==> src/hdl/stc_pkg.sv <==
`default_nettype none
// ----------------------------------------------------------------------------
// stc_pkg
// Shared types, constants and the CORDIC angle table for the sphere texture
// coordinate pipeline.
// ----------------------------------------------------------------------------
package stc_pkg;

    localparam int ANGLE_STEPS = 18;
    localparam int FRAC_BITS   = 16;

    localparam int CRD_W     = 47;   // CORDIC datapath width, signed
    localparam int DIFF_W    = 33;   // exact center difference
    localparam int SHIFT_W   = 6;    // normalize shift amount
    localparam int NORM_TOP  = 40;
    localparam int GAIN_W    = 20;
    localparam int MUL_SPLIT = 22;

    localparam logic [GAIN_W-1:0] INV_GAIN_Q20 = 20'd636751;
    localparam logic [31:0]       HALF_TURN    = 32'h8000_0000;
    localparam logic [31:0]       THREE_QTR    = 32'hC000_0000;

    localparam int STEP_W = 5;

    typedef enum logic [1:0] {
        REG_CENTER_X = 2'd0,
        REG_CENTER_Y = 2'd1,
        REG_CENTER_Z = 2'd2
    } stc_reg_t;

    typedef struct packed {
        logic signed [DIFF_W-1:0] dx;
        logic signed [DIFF_W-1:0] dy;
        logic signed [DIFF_W-1:0] dz;
        logic [DIFF_W-1:0]        m;
        logic [SHIFT_W-1:0]       k;
        logic signed [CRD_W-1:0]  x;
        logic signed [CRD_W-1:0]  y;
        logic signed [CRD_W-1:0]  z;
        logic [31:0]              acc;
        logic [31:0]              azim;
        logic                     axis;
        logic                     at_center;
        logic [15:0]              tex_s;
        logic [16:0]              tex_t;
    } stc_stage_t;

    // atan(2^-i) in turns * 2^32
    function automatic logic [31:0] atan_turn(input logic [STEP_W-1:0] i);
        logic [31:0] r;
        case (i)
            5'd0:  r = 32'd536870912;
            5'd1:  r = 32'd316933406;
            5'd2:  r = 32'd167458907;
            5'd3:  r = 32'd85004756;
            5'd4:  r = 32'd42667331;
            5'd5:  r = 32'd21354465;
            5'd6:  r = 32'd10680094;
            5'd7:  r = 32'd5340245;
            5'd8:  r = 32'd2670163;
            5'd9:  r = 32'd1335087;
            5'd10: r = 32'd667544;
            5'd11: r = 32'd333772;
            5'd12: r = 32'd166886;
            5'd13: r = 32'd83443;
            5'd14: r = 32'd41722;
            5'd15: r = 32'd20861;
            5'd16: r = 32'd10430;
            5'd17: r = 32'd5215;
            5'd18: r = 32'd2608;
            5'd19: r = 32'd1304;
            5'd20: r = 32'd652;
            5'd21: r = 32'd326;
            5'd22: r = 32'd163;
            5'd23: r = 32'd81;
            5'd24: r = 32'd41;
            5'd25: r = 32'd20;
            5'd26: r = 32'd10;
            5'd27: r = 32'd5;
            5'd28: r = 32'd3;
            5'd29: r = 32'd1;
            5'd30: r = 32'd1;
            default: r = 32'd0;
        endcase
        return r;
    endfunction

    // position of the highest set bit
    function automatic logic [SHIFT_W-1:0] msb_pos(input logic [DIFF_W-1:0] v);
        logic [SHIFT_W-1:0] p;
        p = '0;
        for (int b = 0; b < DIFF_W; b++) begin
            if (v[b])
                p = SHIFT_W'(b);
        end
        return p;
    endfunction

endpackage
`default_nettype wire

==> src/hdl/stc_cordic_step.sv <==
`default_nettype none
// ----------------------------------------------------------------------------
// stc_cordic_step
// One vectoring CORDIC micro-rotation: drives y toward zero and accumulates
// the angle. Shifts are arithmetic (floor).
// ----------------------------------------------------------------------------
module stc_cordic_step (
    input  var stc_pkg::stc_stage_t        in_stage,
    input  var logic [stc_pkg::STEP_W-1:0] shift_amt,
    input  var logic [31:0]                angle,
    output stc_pkg::stc_stage_t            out_stage
);
    import stc_pkg::*;

    logic signed [CRD_W-1:0] xs;
    logic signed [CRD_W-1:0] ys;

    assign xs = in_stage.x >>> shift_amt;
    assign ys = in_stage.y >>> shift_amt;

    always_comb
    begin
        out_stage = in_stage;
        if (in_stage.y[CRD_W-1])
        begin
            out_stage.x   = in_stage.x - ys;
            out_stage.y   = in_stage.y + xs;
            out_stage.acc = in_stage.acc - angle;
        end
        else
        begin
            out_stage.x   = in_stage.x + ys;
            out_stage.y   = in_stage.y - xs;
            out_stage.acc = in_stage.acc + angle;
        end
    end

endmodule
`default_nettype wire

==> config.mk <==
export PLATFORM = sky130hd
export DESIGN_NAME = stc_cordic_step
export DESIGN_NICKNAME = d
export VERILOG_FILES = /design/src/hdl/stc_pkg.sv /design/src/hdl/stc_cordic_step.sv
export SDC_FILE = /design/constraint.sdc
export NUM_CORES = 1
export LEC_CHECK = 0
export BUFFER_PORTS_ARGS = -buffer_cell sky130_fd_sc_hd__buf_2
export CAP_MARGIN = 20
export CORE_AREA = 2 2 313 315
export DETAILED_ROUTE_END_ITERATION = 16
export DIE_AREA = 0 0 315 317
export SLEW_MARGIN = 10
export SYNTH_ARGS = -nofsm -noshare
export SYNTH_HDL_FRONTEND = slang
export SYNTH_SLANG_ARGS = --single-unit
==> constraint.sdc <==
create_clock -name vclk -period 7.91
set_input_delay 0.791 -clock vclk [all_inputs]
set_output_delay 0.791 -clock vclk [all_outputs]
set_load 0.01 [all_outputs]
* Word-level counts from Yosys, hierarchy flattened
Index checks and enable logic that the tools add are counted.
Word-level totals: register bits after elaboration 0, output and inout bits 378, logic and storage cells 10
Cells by class: add/subtract/negate cells 6, multiplexer cells 2, shift-type cells 2
Operators with widths (count):
- 47-bit adder | 2
- 94-bit 2-to-1 mux | 1
- 47-bit by 5-bit >>> shifter with 47-bit output | 2
- 47-bit subtractor | 2
- 32-bit adder | 1
- 32-bit 2-to-1 mux | 1
- 32-bit subtractor | 1

* Depth between registers and ports, before layout
depth in word-level cells 3, depth in mapped cells 30, gate-level depth less buffers 25

* Worst setup path before layout
OpenSTA, ideal clock, no wires.
path kind input-to-output, from input shift_amt[1] (netlist name), to output out_stage[192] (netlist name), cell stages on the path 25, path slack 0.663 ns, data arrival time 6.456 ns, path buffers 2, path through buf_2 -> buf_6 -> mux4_2 -> mux2_2 -> mux2_2 -> a221oi_2 -> ha_1 -> o2111ai_1 -> o21ai_0 -> and2_1 -> and3_1 -> nor2b_1 -> a21oi_1 -> xnor2_1 -> ha_1 -> o21a_1 -> o21ai_0 -> or3_1 -> nor2_1 -> a221o_1 -> a211o_1 -> a311oi_1 -> a21oi_1 -> a31oi_1 -> xnor2_1
RTL lines:
- start: declaration | RTL line stc_cordic_step.sv:9 | input var logic [stc_pkg::STEP_W-1:0] shift_amt,
- end: declaration | RTL line stc_cordic_step.sv:11 | output stc_pkg::stc_stage_t out_stage

==> impl_metrics.tcl <==
set metrics [dict create \
    run_status "finished clean" \
    max-vdd-ir-drop_mv 0.0685 \
    leakagePower_uw 0.00931 \
    drt-initial-drc-count 2400 \
    drive_gt1_share_pct 29.8 \
    finalNonFillerCells 3976 \
    antenna_violating_nets_left 0 \
    max_cap_viol_count 0 \
    synth_top_cell_by_area "sky130_fd_sc_hd__mux4_2" \
    num_rows 114 \
    ctsHoldBuffers 0 \
    synth.lib_cells_used.distinct 91 \
    synth_adder_area_share_pct 9.49 \
    setup.worst_path.class "in2out" \
    largest_net_degree_at_the_start_of_global_routing 71 \
    worstSetupStartpointType "primary input" \
    groute.usage.overall_pct 18.7 \
    largest_family_of_logic_cells_by_synthesized_area "compound AO/OA/AOI/OAI gates" \
    globalplace.congestion 1.04 \
    cp.buffers_inverters 4 \
    post_synth_main_area_contributors "sky130_fd_sc_hd__mux4_2 (14%), sky130_fd_sc_hd__buf_4 (10%), sky130_fd_sc_hd__ha_1 (9.2%)" \
    critical_path.endpoint_type "primary output" \
    layout.sequential_cells 0 \
    die_x_um 315 \
    fp.dieArea_um2 99900 \
    initial_core_util_pct 20.1 \
    yosys.area_share.xor_xnor_pct 9.55 \
    complex_gate_fraction_of_the_synthesized_area_pct 25.1 \
    number_of_placed_cells_counting_well_taps 3974 \
    wire_length_of_the_first_global_routing_pass_um 141000 \
    maxSlewHeadroom_pct 27.9 \
    postSynthCellCount 2523 \
    clockBufferCount 0 \
    syn-num-nets 3083 \
    whs_ps 1580 \
    detail_route.first_pass.iterations 6 \
    via_count_of_the_first_global_routing_pass 20800 \
    drt_wl_total_um 99000 \
    postCtsSetupRepairBufs 0 \
    dr_total_vias 21600 \
    timing.final.setup_violations 0 \
    flow.area_growth_from_synthesis_pct 14.1 \
    finalHoldViolCount 0 \
    crit_arrival_ps 6830 \
    area.sequential_um2 0 \
    grt_overflow 0 \
    post_drt_wl_per_cell_um 24.9 \
    cellPowerDensity_nw_per_um2 135 \
    grt_setup_unrepaired "no" \
    synthMuxAreaShare_pct 24.8 \
    hold_path.class "in2out" \
    critPathRequiredTime_ps 7120 \
    finalNetCount 3260 \
    timing.critical_path.max_delay_family "compound AO/OA/AOI/OAI gates" \
    yosysSeqAreaShare_pct 0 \
    cell_repeated_most_along_the_worst_path "sky130_fd_sc_hd__buf_4" \
    synthesis.yosys.warnings 0 \
    final_core_util_pct 22.9 \
    clock.fmax_ghz 0.131 \
    grt_antenna_before_repair 17 \
    path_max_fanout 9 \
    timing_worst_slew_pin_value_ps 1070 \
    via_density_per_instance 5.42 \
    post-dp-hpwl_um 84000 \
    synth_top_area_share_pct 13.7 \
    ioPinCount 793 \
    port_buffers 289 \
    timing.final.max_slew_violations 0 \
    critical_path.slowest_cell "sky130_fd_sc_hd__mux4_2" \
    min_period_over_period_pct 96.3 \
    tns_ps 0 \
    post_synth_instance_area_um2 19400 \
    drc_errors 0 \
    core-area_um2 96300 \
    report.power.total_uw 2980 \
    yosys.area_share.simple_pct 16.6 \
    minimum_period_implied_by_the_final_worst_setup_slack_ps 7620 \
    postSynthAreaPerCell_um2 7.67 \
    die_height_um 317 \
    cp_slowest_stage_delay_ps 530 \
]
[cells in the mapped netlist (all sizes together), types with 9 or more instances]
cell    count
mux4      118
o22ai      32
nand2     158
ha        142
o221ai     10
mux2i     130
nand2b     31
a21o       58
nand3      54
o21bai     27
a21boi     11
a22oi      25
nor2b      36
a211o      12
and3       17
clkbuf     51
o211ai     27
nand4      21
o21a       35
mux2       74
a211oi     21
o311ai      9
nor2      211
o21ai     124
or3        17
o31ai      19
a21oi     198
xor2       72
nor3       41
a221o       9
a31oi      35
inv        62
and2       31
xnor2     139
buf       335
[power breakdown]
| group | switching [uW] | internal [uW] | total, uW |
|---|---|---|---|
| clock network | 0 | 0.0000479 | 0.0000479 |
| logic | 1740 | 1240 | 2980 |
| registers | 0 | 0 | 0 |
[per-layer routing]
layer	share of wire [%]	track usage [%]	routed length, um
met5	0.077	0	76
met4	7.0	11.1	6920
met3	9.6	3.93	9460
met2	44	29.9	44000
met1	39	23.1	38500
[final cells by class]
| cell class | count | area, um2 |
|---|---|---|
| fillers | 10800 | 74200 |
| multi-input cells | 2074 | 16600 |
| repair buffers | 561 | 3620 |
| well taps | 1276 | 1600 |
| inverters | 63 | 239 |
| diodes | 2 | 5.00 |
[per-stage QoR]
step / setup slack (ps) / cell area [um2]
floorplan: 663 / 19400
global placement: -21.3 / 22000
detailed placement: 28.9 / 22000
CTS: 30.6 / 22000
global route: 11.8 / 22100
finish: 291 / 22100
[path summary, 6_finish.rpt]
| path | from | end | slack (ps) | cells after the start |
|---|---|---|---|---|
| worst max-delay path | shift_amt[2] | out_stage[232] | 290 | 25 |
| worst min-delay path | in_stage[100] | out_stage[100] | 1580 | 0 |
[logic make-up after synthesis]
kind of cell             Yosys count
XOR/XNOR                         211
AO/OA/AOI/OAI                    736
buffers and inverters            449
AND/OR/NAND/NOR                  660
adder cells (fa/ha/maj)          145
multiplexers                     322
[timing repair]
item	4_1_cts	5_1_grt
endpoints found under the hold margin	0	0
endpoints found under the setup margin	1	19
pin swaps	0	2
resized for setup	1	34
[cells in the final DEF (no fill, tap or decap), drive strengths merged, types with 7 or more instances in the layout]
cell type	instances
mux4	118
o21bai	27
nor2	211
o21a	35
and3	17
o311ai	9
and2	31
a211o	12
o221ai	10
nor3	41
nor4	8
inv	62
a31oi	35
a21boi	11
nor2b	36
nand2b	31
o31ai	19
mux2i	130
a22oi	25
buf	561
nand2	158
or3	17
a211oi	21
xor2	72
nand3	54
mux2	74
ha	142
a221o	9
o41ai	7
o22ai	32
o211ai	27
xnor2	139
a21o	58
o21ai	124
a21oi	198
or2	8
nand4	21
(Power assumes the default switching activity.)
